File: config.mk
export PLATFORM = sky130hd
export DESIGN_NAME = mmph_fifo
export DESIGN_NICKNAME = d
export VERILOG_FILES = /design/src/rtl/mmph_pkg.sv /design/src/rtl/mmph_fifo.sv
export SDC_FILE = /design/constraint.sdc
export NUM_CORES = 1
export LEC_CHECK = 0
export CELL_PAD_IN_SITES_DETAIL_PLACEMENT = 2
export CELL_PAD_IN_SITES_GLOBAL_PLACEMENT = 2
export CORE_ASPECT_RATIO = 0.75
export CORE_MARGIN = 3
export CORE_UTILIZATION = 40
export CTS_CLUSTER_DIAMETER = 30
export DETAILED_ROUTE_END_ITERATION = 16
export DONT_BUFFER_PORTS = 1
export MAX_ROUTING_LAYER = met4
export PLACE_DENSITY = 0.78
export SETUP_SLACK_MARGIN = 0.3
export SYNTH_ARGS = -nofsm -noshare
export SYNTH_HDL_FRONTEND = slang
export SYNTH_SLANG_ARGS = --single-unit
File: constraint.sdc
create_clock -name clk_i -period 8.4 [get_ports clk_i]
set_input_delay 2.52 -clock clk_i [delete_from_list [all_inputs] [get_ports clk_i]]
set_output_delay 2.52 -clock clk_i [all_outputs]
set_load 0.005 [all_outputs]
File: src/rtl/mmph_pkg.sv
package mmph_pkg;

  // Widest mask that is tested; the hit map holds 2^MaxMaskBits slots
  localparam int unsigned MaxMaskBits = 12;
  localparam int unsigned MapDepth    = 1 << MaxMaskBits;

  // Field widths
  localparam int unsigned DataW   = 64;
  localparam int unsigned PosW    = 6;                          // bit position in a 64-bit word
  localparam int unsigned CntW    = 7;                          // set-bit count 0..64
  localparam int unsigned NW      = $clog2(MaxMaskBits + 1);    // tested count 0..MaxMaskBits
  localparam int unsigned PosIdxW = (MaxMaskBits > 1) ? $clog2(MaxMaskBits) : 1;
  localparam int unsigned SlotW   = MaxMaskBits;
  localparam int unsigned IdxW    = MaxMaskBits + 1;            // holds 2^MaxMaskBits itself

  // Queue between the scanner and the hash tester
  localparam int unsigned FifoDepth = 2;
  localparam int unsigned FifoAw    = $clog2(FifoDepth);

  // Stream widths
  localparam int unsigned InTdataW  = 2 * DataW;
  localparam int unsigned OutTdataW = 8;

  // One classified item: multiplier plus the positions of the mask's set bits
  typedef struct packed {
    logic [DataW-1:0]                   mult;
    logic                               too_wide;
    logic [NW-1:0]                      nbits;
    logic [MaxMaskBits-1:0][PosW-1:0]   pos;
  } mmph_item_t;

endpackage

File: src/rtl/mmph_fifo.sv
module mmph_fifo (
  input  logic                  clk_i,
  input  logic                  rst_ni,
  input  logic                  push_i,
  input  mmph_pkg::mmph_item_t  item_i,
  output logic                  full_o,
  input  logic                  pop_i,
  output logic                  empty_o,
  output mmph_pkg::mmph_item_t  item_o
);
  import mmph_pkg::*;

  mmph_item_t          slots_q [FifoDepth];
  logic [FifoAw-1:0]   wr_ptr_q;
  logic [FifoAw-1:0]   rd_ptr_q;
  logic [FifoAw:0]     count_q;

  assign full_o  = count_q == (FifoAw+1)'(FifoDepth);
  assign empty_o = count_q == '0;
  assign item_o  = slots_q[rd_ptr_q];

  // Entry storage
  always_ff @(posedge clk_i) begin
    if (push_i) begin
      slots_q[wr_ptr_q] <= item_i;
    end
  end

  // Pointers and fill level
  always_ff @(posedge clk_i or negedge rst_ni) begin
    if (!rst_ni) begin
      wr_ptr_q <= '0;
      rd_ptr_q <= '0;
      count_q  <= '0;
    end else begin
      if (push_i) begin
        wr_ptr_q <= (wr_ptr_q == FifoAw'(FifoDepth - 1)) ? '0 : wr_ptr_q + FifoAw'(1);
      end
      if (pop_i) begin
        rd_ptr_q <= (rd_ptr_q == FifoAw'(FifoDepth - 1)) ? '0 : rd_ptr_q + FifoAw'(1);
      end
      case ({push_i, pop_i})
        2'b10:   count_q <= count_q + (FifoAw+1)'(1);
        2'b01:   count_q <= count_q - (FifoAw+1)'(1);
        default: count_q <= count_q;
      endcase
    end
  end

endmodule

==> run_results.csv <==
group,metric,value,unit
status,status,"completed",
grt,first_global_vias,5169,
clock_network,hold_buffers,0,
clock_network,postCtsSetupRepairBufs,0,
final_layout,finalNonFillerCells,880,
timing,setup_viol,0,
grt,grt.total_usage,17.44,%
clock_network,cts_root_buf,"clkbuf_16",
timing,worst_pin_slew,1.066,ns
clock_network,h-tree-depth,2,
power,intPower,3.631,mW
drt,avgViaCountPerCell,5.057,
timing,rsz0062_at_grt,"false",
hold_path,hp-class,"flop to flop",
power,p_per_area,390.9,nW/um^2
drt,drcViolationCount,0,
clock_network,tritoncts,"yes",
floorplan,ioPinCount,288,
synthesis,synth-seq-cells,286,
drt,ant_nets,0,
drt,num_vias,4450,
flow_run,cap_violations,0,
timing,slew_violations,0,
timing,fmax,186.0,MHz
grt,grt_busiest_layer,"met2",
setup_path,worstSetupEndpointType,"output pin",
power,p_comb_share,18.0,%
setup_path,cp_max_fo,71,
power,power_leakage,4.468,nW
clock_network,clk_path_buf_depth,3,
drt,drtIter0Drc,213,
setup_path,worstSetupPathType,"flop to output pin",
synthesis,yosysSeqAreaShare,80.21,%
synthesis,synth_nets,601,
timing,fin_setup_tns,0,ns
final_layout,antenna_cells,0,
clock_network,numCtsBuffers,49,
timing,relSlewSlack,28.94,%
final_layout,final_net_count,641,
final_layout,finish.utilization,48.75,%
synthesis,syn_area,10680,um^2
final_layout,syn_to_final_growth,19.09,%
place,place_congestion,0.7329,
place,hpwl,16.19,mm
timing,finalWorstSetupSlack,3.024,ns
power,seqPwrFrac,41.6,%
place,place_worst_setup_slack,3.581,ns
place,dp_cells,788,
floorplan,fp.dieArea,28720,um^2
grt,grt_max_degree,75,
place,port_buffers,0,
floorplan,die_w,194.7,um
floorplan,core_area,26100,um^2
grt,grt_pass1_wl,35.62,mm
grt,antenna_found_initial,0,
timing,finClkSkew,0.01791,ns
power,peakVddDrop,248.7,uV
power,fin_total_pwr,4.973,mW
drt,wl_per_cell,27.90,um
power,switchingPower,1.342,mW
final_layout,fill_cells,2217,
synthesis,avgSynthCellArea,23.48,um^2
grt,grt_use_met1,18.63,%
setup_path,worstPathArrival,2.86,ns
grt,grt_util_met3,9.911,%
setup_path,setup.worst_path.start_class,"flop",
timing,finalCritPeriodShare,64.00,%
power,p_sw_share,26.99,%
floorplan,rows,51,
synthesis,synth.distinct_cells,13,
synthesis,yosysWarnings,0,
drt,firstDrtPassIters,4,
clock_network,cts_resized,0,
clock_network,path_clk_slew,0.05,ns
drt,wirelength,24.55,mm
clock_network,clk_latency,0.54,ns
floorplan,die_y,147.5,um
floorplan,start_util,40.93,%
grt,use_met2,27.86,%
synthesis,synth_cells,455,
grt,grt_overflow_total,0,
setup_path,required,5.88,ns
power,p_clk_share,40.4,%
final_layout,drive_gt1_share,43.47,%
timing,fin_crit,5.376,ns
timing,hold_viol,0,
clock_network,cts.sinks,286,
## cells in the final DEF (no fill, tap or decap)
master,count
clkinv_4,4
dfrtp_4,1
nor2_4,1
bufinv_16,5
inv_1,1
clkbuf_16,51
mux2_4,80
buf_4,5
ha_1,1
inv_8,3
mux2_2,61
clkinv_2,2
clkinv_1,6
clkbuf_1,2
and2_4,1
edfxtp_1,282
xor2_1,3
inv_6,11
xnor2_1,2
nor2b_1,1
nor2_1,2
clkinvlp_4,7
dfrtp_1,3
clkinv_8,1
## cell families after synthesis
group,count (synthesis),share of synthesized area [%]
multiplexers,141,17.67
XOR/XNOR,5,0.4100
adder cells (fa/ha/maj),1,0.1171
flip-flops,286,80.21
buffers and inverters,17,1.370
AND/OR/NAND/NOR,5,0.2226
## sequential cells by signal (all words and copies together) (netlist names)
signal / flops
count_q: 2
rd_ptr_q: 1
slots_q: 282
wr_ptr_q: 1
## routing by layer
| layer | part of all wire (%) | up-vias |
|---|---|---|
| met5 | 0 | - |
| met4 | 1.8 | 0 |
| met3 | 13 | 40 |
| met2 | 49 | 226 |
| met1 | 36 | 2273 |
| li1 | - | 1911 |
## cells in the mapped netlist
cell        n  area (um^2)
inv_1       1        3.750
buf_2       6        30.03
buf_6      10        112.6
ha_1        1        12.51
xnor2_1     2        17.52
nor2_1      3        11.26
edfxtp_1  282         8468
xor2_1      3        26.28
mux2_2     61        686.9
nor2b_1     1        6.260
mux2_4     80         1201
and2_1      1        6.260
dfrtp_1     4        100.1
## path summary, 6_finish.rpt
| kind | from | endpoint | slack (ns) | cells past startpoint |
|---|---|---|---|---|
| max in group asynchronous | rst_ni | rd_ptr_q | 6.65 | 0 |
| min in group asynchronous | rst_ni | count_q[1] | 1.67 | 0 |
| setup / recovery | rd_ptr_q | item_o[9] | 3.02 | 2 |
| setup reg to reg | wr_ptr_q | slots_q[1][17] | 5.74 | 2 |
| hold reg to reg | count_q[1] | count_q[1] | 0.51 | 1 |
| hold / removal | count_q[1] | count_q[1] | 0.51 | 1 |
## area by class of cell
cell class | count | area, um^2 | area share (%)
inverters | 1 | 3.754 | 0.02950
repair buffers | 5 | 37.54 | 0.2950
multi-input cells | 152 | 1978 | 15.55
flip-flops and latches | 286 | 8572 | 67.38
well taps | 344 | 430.4 | 3.383
clock buffers | 53 | 1284 | 10.09
clock inverters | 39 | 416.7 | 3.275
## critical path: stages, from the launching register on
cell,delay (ns)
dfrtp_4,1.09
buf_4,0.68
mux2_2,0.42
## power groups by stage
stage	logic [mW]	registers [mW]	clock network (mW)
6_report	0.896	2.07	2.01
5_1_grt	0.965	2.10	2.13
4_1_cts	0.925	2.07	2.06
3_5_place_dp	0.917	2.09	0
3_3_place_gp	0.887	2.06	0
2_1_floorplan	0.819	2.01	0
## metrics by stage
stage | hold slack (ns) | cell area (um^2)
6_report | 0.5071 | 12720
5_1_grt | 0.5230 | 12720
4_1_cts | 0.5079 | 12720
3_5_place_dp | 0.4876 | 11020
3_3_place_gp | 0.4735 | 11020
2_1_floorplan | 0.4563 | 10690
No activity file was read; power rests on OpenSTA's default activity.
