File: config.mk
export PLATFORM = sky130hd
export DESIGN_NAME = mmph_front
export DESIGN_NICKNAME = d
export VERILOG_FILES = /design/src/rtl/mmph_pkg.sv /design/src/rtl/mmph_front.sv
export SDC_FILE = /design/constraint.sdc
export NUM_CORES = 1
export LEC_CHECK = 0
export BUFFER_PORTS_ARGS = -buffer_cell sky130_fd_sc_hd__buf_2
export CAP_MARGIN = 20
export CORE_ASPECT_RATIO = 1.5
export CORE_MARGIN = 5
export CORE_UTILIZATION = 54
export CTS_BUF_LIST = sky130_fd_sc_hd__clkbuf_4 sky130_fd_sc_hd__clkbuf_8
export DETAILED_ROUTE_END_ITERATION = 8
export GPL_TIMING_DRIVEN = 0
export HOLD_SLACK_MARGIN = 0.12
export PLACE_DENSITY = 0.83
export RECOVER_POWER = 25
export SLEW_MARGIN = 25
export SYNTH_ARGS = -nofsm -noshare
export SYNTH_HDL_FRONTEND = slang
export SYNTH_SLANG_ARGS = --single-unit
File: constraint.sdc
create_clock -name clk_i -period 3.2 [get_ports clk_i]
set_input_delay 0.32 -clock clk_i [delete_from_list [all_inputs] [get_ports clk_i]]
set_output_delay 0.32 -clock clk_i [all_outputs]
set_load 0.02 [all_outputs]
File: src/rtl/mmph_pkg.sv
package mmph_pkg;

  // Widest mask that is tested; the hit map holds 2^MaxMaskBits slots
  localparam int unsigned MaxMaskBits = 12;
  localparam int unsigned MapDepth    = 1 << MaxMaskBits;

  // Field widths
  localparam int unsigned DataW   = 64;
  localparam int unsigned PosW    = 6;                          // bit position in a 64-bit word
  localparam int unsigned CntW    = 7;                          // set-bit count 0..64
  localparam int unsigned NW      = $clog2(MaxMaskBits + 1);    // tested count 0..MaxMaskBits
  localparam int unsigned PosIdxW = (MaxMaskBits > 1) ? $clog2(MaxMaskBits) : 1;
  localparam int unsigned SlotW   = MaxMaskBits;
  localparam int unsigned IdxW    = MaxMaskBits + 1;            // holds 2^MaxMaskBits itself

  // Queue between the scanner and the hash tester
  localparam int unsigned FifoDepth = 2;
  localparam int unsigned FifoAw    = $clog2(FifoDepth);

  // Stream widths
  localparam int unsigned InTdataW  = 2 * DataW;
  localparam int unsigned OutTdataW = 8;

  // One classified item: multiplier plus the positions of the mask's set bits
  typedef struct packed {
    logic [DataW-1:0]                   mult;
    logic                               too_wide;
    logic [NW-1:0]                      nbits;
    logic [MaxMaskBits-1:0][PosW-1:0]   pos;
  } mmph_item_t;

endpackage

File: src/rtl/mmph_front.sv
module mmph_front (
  input  logic                            clk_i,
  input  logic                            rst_ni,
  input  logic                            hold_i,
  input  logic                            s_axis_tvalid_i,
  output logic                            s_axis_tready_o,
  // [63:0] mask, [127:64] multiplier
  input  logic [mmph_pkg::InTdataW-1:0]   s_axis_tdata_i,
  input  logic                            full_i,
  output logic                            push_o,
  output mmph_pkg::mmph_item_t            item_o
);
  import mmph_pkg::*;

  typedef enum logic [1:0] {
    FR_IDLE,
    FR_SCAN,
    FR_PUSH
  } front_state_e;

  front_state_e                     state_q;
  logic [DataW-1:0]                 mask_q;
  logic [DataW-1:0]                 mult_q;
  logic [PosW-1:0]                  bit_q;
  logic [CntW-1:0]                  cnt_q;
  logic [MaxMaskBits-1:0][PosW-1:0] pos_q;
  logic                             too_wide;

  assign s_axis_tready_o = (state_q == FR_IDLE) && !hold_i;
  assign push_o          = (state_q == FR_PUSH) && !full_i;

  // Classify: count set bits and record the low positions
  assign too_wide        = cnt_q > CntW'(MaxMaskBits);
  assign item_o.mult     = mult_q;
  assign item_o.too_wide = too_wide;
  assign item_o.nbits    = too_wide ? '0 : cnt_q[NW-1:0];
  assign item_o.pos      = pos_q;

  // Scanner: one mask bit per cycle
  always_ff @(posedge clk_i or negedge rst_ni) begin
    if (!rst_ni) begin
      state_q <= FR_IDLE;
      mask_q  <= '0;
      mult_q  <= '0;
      bit_q   <= '0;
      cnt_q   <= '0;
      pos_q   <= '0;
    end else begin
      case (state_q)
        FR_IDLE: begin
          if (s_axis_tvalid_i && s_axis_tready_o) begin
            mask_q  <= s_axis_tdata_i[DataW-1:0];
            mult_q  <= s_axis_tdata_i[2*DataW-1:DataW];
            bit_q   <= '0;
            cnt_q   <= '0;
            state_q <= FR_SCAN;
          end
        end
        FR_SCAN: begin
          if (mask_q[bit_q]) begin
            if (cnt_q < CntW'(MaxMaskBits)) begin
              pos_q[cnt_q[PosIdxW-1:0]] <= bit_q;
            end
            cnt_q <= cnt_q + CntW'(1);
          end
          bit_q <= bit_q + PosW'(1);
          if (bit_q == PosW'(DataW - 1)) begin
            state_q <= FR_PUSH;
          end
        end
        FR_PUSH: begin
          if (!full_i) begin
            state_q <= FR_IDLE;
          end
        end
        default: state_q <= FR_IDLE;
      endcase
    end
  end

endmodule

==> metrics.txt, run 1 <==
PD cells about 900 nW/um2; Yosys top cell area share between 50 and 60%; Clock Latency Late Sink roughly 500 ps; peak supply drop between 0.0006 and 0.0007 V; DR vias/cell about 5.5; post-synth net total just over 1000; Critical Path RT ~3600 ps; fin util about three quarters; die width 117.9 um; Detailed Route Iter0 Violations between 500 and 600; max_cap viols 0; worst path cell trace buf_6 > buf_2 > mux4_2 > a22oi_1 > nand4_1 > o211a_1 > buf_12 > o211ai_4 > mux2_4; Final Cycle Share 89.15%; crit path DAT between 3000 and 4000 ps; Slowest-stage cell, CP mux4_2; routability cong. slightly above 0.8; Pins Over Slew Limit 0; Final Non-Filler Cells about 1600; slew margin rel. 5.401%; gr usage total 30.95%; largest net degree at the start of global routing 96; vias in the first global route about 9600; initial cell density of the core a little over half; antenna violations before repair 0; wirelength, routed roughly 32000 um; Syn. warnings 0; Post-CTS Setup Bufs 0; cell area after synthesis 9438 um2; status finished, final reports clean; IO Count 276; wire length per cell a little over 20 um; clock sinks 215; post_cts resized 0; Synth area leader dfrtp_1; Slew @ Worst Pin roughly 1400 ps; Max stage delay on crit path approximately 400 ps; total core area 17270 um2; first-pass GRT wire length about 50000 um; DP HPWL around 19000 um; fin crit period around 2900 ps; unrepaired setup endpoints after global routing no; gr ovfl total 0; Reg clk slew, reported paths ~70 ps; Crit. End Element flop; count of input and output buffers between 200 and 300; sequential cell area fraction in the yosys report between 50% and 60%; vias approximately 8600; critical path class flop to flop; CP Max Fanout 10; Antenna Violating Nets Remaining 0; Fin. Hold Viols 0; DRC violations left 0; Initial DRT Pass Iterations 5; Lkg Pwr ~7.2 nW; asr flop ratio synth 100.0%; Setup WS pre-CTS 422.4 ps; Final setup viols 0; synth top area cells dfrtp_1 57%, nand2_1 16%, mux2_4 8.6%, mux4_2 2.4%, o211ai_4 2.0%; Synth Area per Inst 10.72 um2; die area just over 20000 um2; Top FF cell, synth dfrtp_1; Post-synth EDFFs 0; num rows 59; clock skew around 26 ps; crit path launch type flop; Sum Neg Setup Slack 0 ps; CTS H-tree lvls 2; Distinct cells, synth 47; CTS tree yes; Cells after DPL roughly 1400; clock buffer depth 3; chip height around 170 um; area added between synthesis and finish 39.48%; Final Power 11.91 mW; final net count between 1000 and 1500; cts bufs inserted 34; Hold Crit Class flop to flop; setup ws final roughly 350 ps; share of cells above drive strength 1 between 30% and 40%; Mapped Cells around 900; max frequency ~0.35 GHz; Root Driver clkbuf_8; #FFs+latches synth 215
[worst max-delay path, delay by kind of cell, from the launching register on]
family | cells | cell delay, ps
AO/OA/AOI/OAI | 3 | 780
buffers and inverters | 3 | 680
flip-flops | 1 | 370
multiplexers | 2 | 750
AND/OR/NAND/NOR | 1 | 140
[flip-flops by register name, indices dropped and copies added, names as in the netlist]
name and flops:
item_o 72, mult_q 64, mask_q 64, cnt_q 7
bit_q 6, state_q 2
[cell usage in the layout, fill, tap and decap left out, types with 4 or more instances in the layout]
master	instances
nand2_1	401
buf_2	276
dfrtp_1	215
dlygate4sd3_1	130
mux2_4	54
clkbuf_1	43
clkbuf_8	43
mux2i_1	16
mux2_2	16
o21ai_0	13
nor2_1	11
clkbuf_4	11
mux4_2	10
nand3_1	9
o211ai_4	9
nor2b_1	7
nor3_1	5
buf_4	5
buf_6	5
a22o_1	5
a22oi_1	5
ha_1	5
inv_1	4
[stage by stage]
stage                     hold slack [ps]  instance area (um2)
after floorplan                     24.41                 9438
after global placement              452.5                11080
after detailed placement            278.3                11150
after CTS                           341.7                13190
after global routing                485.6                13160
final                               468.5                13160
[final timing paths]
path	endpoint	from	slack (ps)	depth (start not counted)
setup / recovery	item_o[68]	bit_q[1]	350	9
hold / removal	mask_q[31]	mask_q[31]	470	2
setup reg to reg	item_o[68]	bit_q[1]	350	9
hold reg to reg	mask_q[31]	mask_q[31]	470	2
max in group asynchronous	mult_q[44]	rst_ni	800	3
min in group asynchronous	mask_q[29]	rst_ni	690	2
[cells in the mapped netlist (all sizes together) (2+ instances only)]
library cell,count
o211ai,11
and3,2
inv,4
nor3,6
nor2,11
mux2,70
nor4,2
a22o,5
clkbuf,43
o21bai,3
o21ai,13
a22oi,5
mux4,10
ha,5
a21o,3
or3,2
buf,13
nor2b,7
nand3,9
nor3b,4
nand2,401
mux2i,16
dfrtp,215
a21oi,3
and2,4
[kinds of logic (layout without fill, tap and decap cells)]
logic type               count (synthesis)  count (layout)  share of synthesized area, %
multiplexers                            96              96                         14.58
AO/OA/AOI/OAI                           51              51                         5.303
buffers and inverters                   60             525                         3.182
other                                    0               2                             0
XOR/XNOR                                 1               1                       0.09282
AND/OR/NAND/NOR                        452             452                         19.17
adder cells (fa/ha/maj)                  5               5                        0.6629
flip-flops                             215             215                         57.01
[where the power goes]
part | internal (mW) | total [mW] | switching [mW]
Clock | 1.48 | 2.57 | 1.09
Sequential | 3.79 | 4.52 | 0.727
Combinational | 1.87 | 4.82 | 2.95
Total | 7.14 | 11.9 | 4.77
[per-layer routing]
layer	share of wire (%)	global-route usage, %
met4	7.8	21.96
met1	32	30.58
met2	52	56.01
met3	8.1	8.344
met5	0	0
[what timing repair did]
action,in CTS,in global routing
hold endpoints to repair,182,0
setup endpoints to repair,0,0
hold buffers,130,0
[cell type report]
| class | count | area [um2] |
|---|---|---|
| antenna | 2 | 5.005 |
| multi-input combinational | 605 | 3757 |
| clock inverter | 5 | 75.07 |
| sequential | 215 | 5380 |
| fill | 1053 | 4110 |
| buffer | 56 | 285.3 |
| clock buffer | 53 | 666.9 |
| inverter | 4 | 15.01 |
| tap | 213 | 266.5 |
| timing repair buffer | 407 | 2713 |
Note: power is estimated with default switching activity, not from simulation.
==> run 2: changes to the inputs <==
--- a/config.mk
+++ b/config.mk
@@ -9,14 +9,15 @@
 export CAP_MARGIN = 20
 export CORE_ASPECT_RATIO = 1.5
 export CORE_MARGIN = 5
-export CORE_UTILIZATION = 54
+export CORE_UTILIZATION = 49
 export CTS_BUF_LIST = sky130_fd_sc_hd__clkbuf_4 sky130_fd_sc_hd__clkbuf_8
 export DETAILED_ROUTE_END_ITERATION = 8
+export GPL_ROUTABILITY_DRIVEN = 0
 export GPL_TIMING_DRIVEN = 0
 export HOLD_SLACK_MARGIN = 0.12
-export PLACE_DENSITY = 0.83
+export PLACE_DENSITY = 0.79
 export RECOVER_POWER = 25
-export SLEW_MARGIN = 25
+export SLEW_MARGIN = 0
 export SYNTH_ARGS = -nofsm -noshare
 export SYNTH_HDL_FRONTEND = slang
 export SYNTH_SLANG_ARGS = --single-unit
==> constraint.sdc (replaced) <==
create_clock -name clk_i -period 2.56 [get_ports clk_i]
set_input_delay 0.256 -clock clk_i [delete_from_list [all_inputs] [get_ports clk_i]]
set_output_delay 0.256 -clock clk_i [all_outputs]
set_load 0.02 [all_outputs]
==> metrics.txt, run 2 (synthesis gave the netlist of run 1 again) <==
status finished, violations left; failing checks capacitance limit, slew limit, setup timing; Root Driver clkbuf_8; clock skew 19.39 ps (-6.481 ps); Final setup viols 58 (+58); Fillers 1241 (+18%); IO Count 276 (unchanged); CTS tree yes; peak supply drop 0.0006611 V (-0.29%); max FFs per register 72 (unchanged); Slew @ Worst Pin 1519 ps (+99.64 ps); worst path cell trace buf_8 > mux4_2 > a22oi_2 > nand4_1 > o211a_4 > clkbuf_16 > o211ai_4 > mux2_4; chip height 180.0 um (+4.7%); Reg clk slew, reported paths 60 ps (about the same); vias in the first global route 9280 (-2.9%); Detailed Route Iter0 Violations 423 (-22%); area added between synthesis and finish 44.56%; cts bufs inserted 34 (unchanged); clock sinks 215 (unchanged); count of input and output buffers 275 (unchanged); gr usage total 27.63% (-3.3 points); Max stage delay on crit path 540 ps (+140 ps); Critical Path RT 2930 ps (-640 ps); clock buffer depth 3 (unchanged); Clock Latency Late Sink 500 ps (about the same); setup ws final -61.23 ps (-408.4 ps); PD cells 1122 nW/um2 (+24%); share of cells above drive strength 1 34.49% (+1.5 points); Pins Over Slew Limit 110 (+110); initial cell density of the core 49.46% (-5.2 points); CP Max Fanout 8 (-2); unrepaired setup endpoints after global routing yes; Fin. Hold Viols 0 (unchanged); Initial DRT Pass Iterations 5 (unchanged); num rows 62 (+5.1%); die width 123.3 um (+4.6%); Antenna Violating Nets Remaining 0 (unchanged); critical path class flop to flop; most common cell after layout, fill and taps aside nand2_1; slew margin rel. -1.242% (-6.6 points); DP HPWL 18320 um (-2.8%); Final Power 15.31 mW (+29%); most frequent cells in the layout 401 x nand2_1, 258 x buf_2, 214 x dfrtp_1; crit path DAT 2990 ps (-230 ps); Final Hold Slack 466.8 ps (-1.701 ps); CTS H-tree lvls 2 (unchanged); final net count 1476 (+1.0%); first-pass GRT wire length 48230 um (-2.8%); max_cap viols 1 (+1); wirelength, routed 30690 um (-3.8%); antenna violations before repair 2 (+2); max frequency 0.3815 GHz (+8.8%); crit path launch type flop; DRC violations left 0 (unchanged); vias 8507 (-1.2%); Final Cycle Share 102.4% (+13 points); die area 22190 um2 (+9.5%); total core area 19080 um2 (+10%); register area 5381 um2 (about the same); Crit. End Element flop; wire length per cell 18.99 um (-7.1%); gr ovfl total 0 (unchanged); largest net degree at the start of global routing 111 (+16%); DR vias/cell 5.264 (-4.6%); multi-input logic area 3939 um2 (+4.8%); fin crit period 2621 ps (-231.6 ps); Lkg Pwr 7.315 nW (+1.4%); Hold Crit Class flop to flop; Slowest-stage cell, CP mux4_2
[run 2: cell type report]
| type | instances | area share [%] |
|---|---|---|
| Tap cell | 256 | 2.348 |
| Multi-Input combinational cell | 605 | 28.87 |
| Inverter | 4 | 0.1101 |
| Sequential cell | 215 | 39.44 |
| Antenna cell | 3 | 0.05503 |
| Timing Repair Buffer | 424 | 21.74 |
| Clock buffer | 52 | 4.787 |
| Clock inverter | 3 | 0.3118 |
| Buffer | 54 | 2.329 |
[run 2: report_power, final]
part / switching [mW] / internal (mW)
combinational: 3.89 / 2.76
clock: 1.33 / 1.72
sequential: 0.865 / 4.74
[run 2: repair_timing]
item | 4_1_cts | 5_1_grt
hold buffers | 130 | 0
resized for setup | 23 | 40
buffers inserted | 16 | 1
pin swaps | 12 | 15
cloned | 0 | 1
setup endpoints to repair | 78 | 105
hold endpoints to repair | 238 | 0
[run 2: worst paths after layout]
| check | start | endpoint | slack (ps) | depth (start not counted) |
|---|---|---|---|---|
| max | bit_q[0] | item_o[10] | -60 | 8 |
| max reg2reg | bit_q[0] | item_o[10] | -60 | 8 |
| min reg2reg | cnt_q[6] | cnt_q[6] | 470 | 1 |
| min in group asynchronous | rst_ni | mask_q[28] | 710 | 2 |
| min | cnt_q[6] | cnt_q[6] | 470 | 1 |
| max in group asynchronous | rst_ni | item_o[26] | 650 | 3 |
[run 2: per-stage QoR]
step / util [%] / cell area [um2] / std cells / setup WS, ps / setup TNS [ps]
floorplan: - / 9438 / 880 / 191.4 / 0
global placement: 58.35 / 11130 / 1411 / -2336 / -509230
detailed placement: 58.54 / 11170 / 1412 / -245.1 / -12790
CTS: 70.76 / 13500 / 1613 / -71.32 / -3322
global route: 71.48 / 13640 / 1615 / -137.9 / -5897
finish: 71.49 / 13640 / 1616 / -61.23 / -1258
[run 2: metal layers]
metal,vias to the layer above,share of wire (%),track usage [%]
li1,3785,-,-
met1,4152,35,29.95
met2,426,53,49.35
met3,144,5.8,4.560
met4,0,6.4,16.36
met5,-,0,0
[run 2: worst max-delay path, delay by kind of cell, from the launching register on]
| family | cells | cell delay (ps) |
|---|---|---|
| muxes | 2 | 880 |
| AOI/OAI and AO/OA | 3 | 730 |
| DFF | 1 | 380 |
| buffers and inverters | 2 | 360 |
| and+or+nand+nor | 1 | 140 |
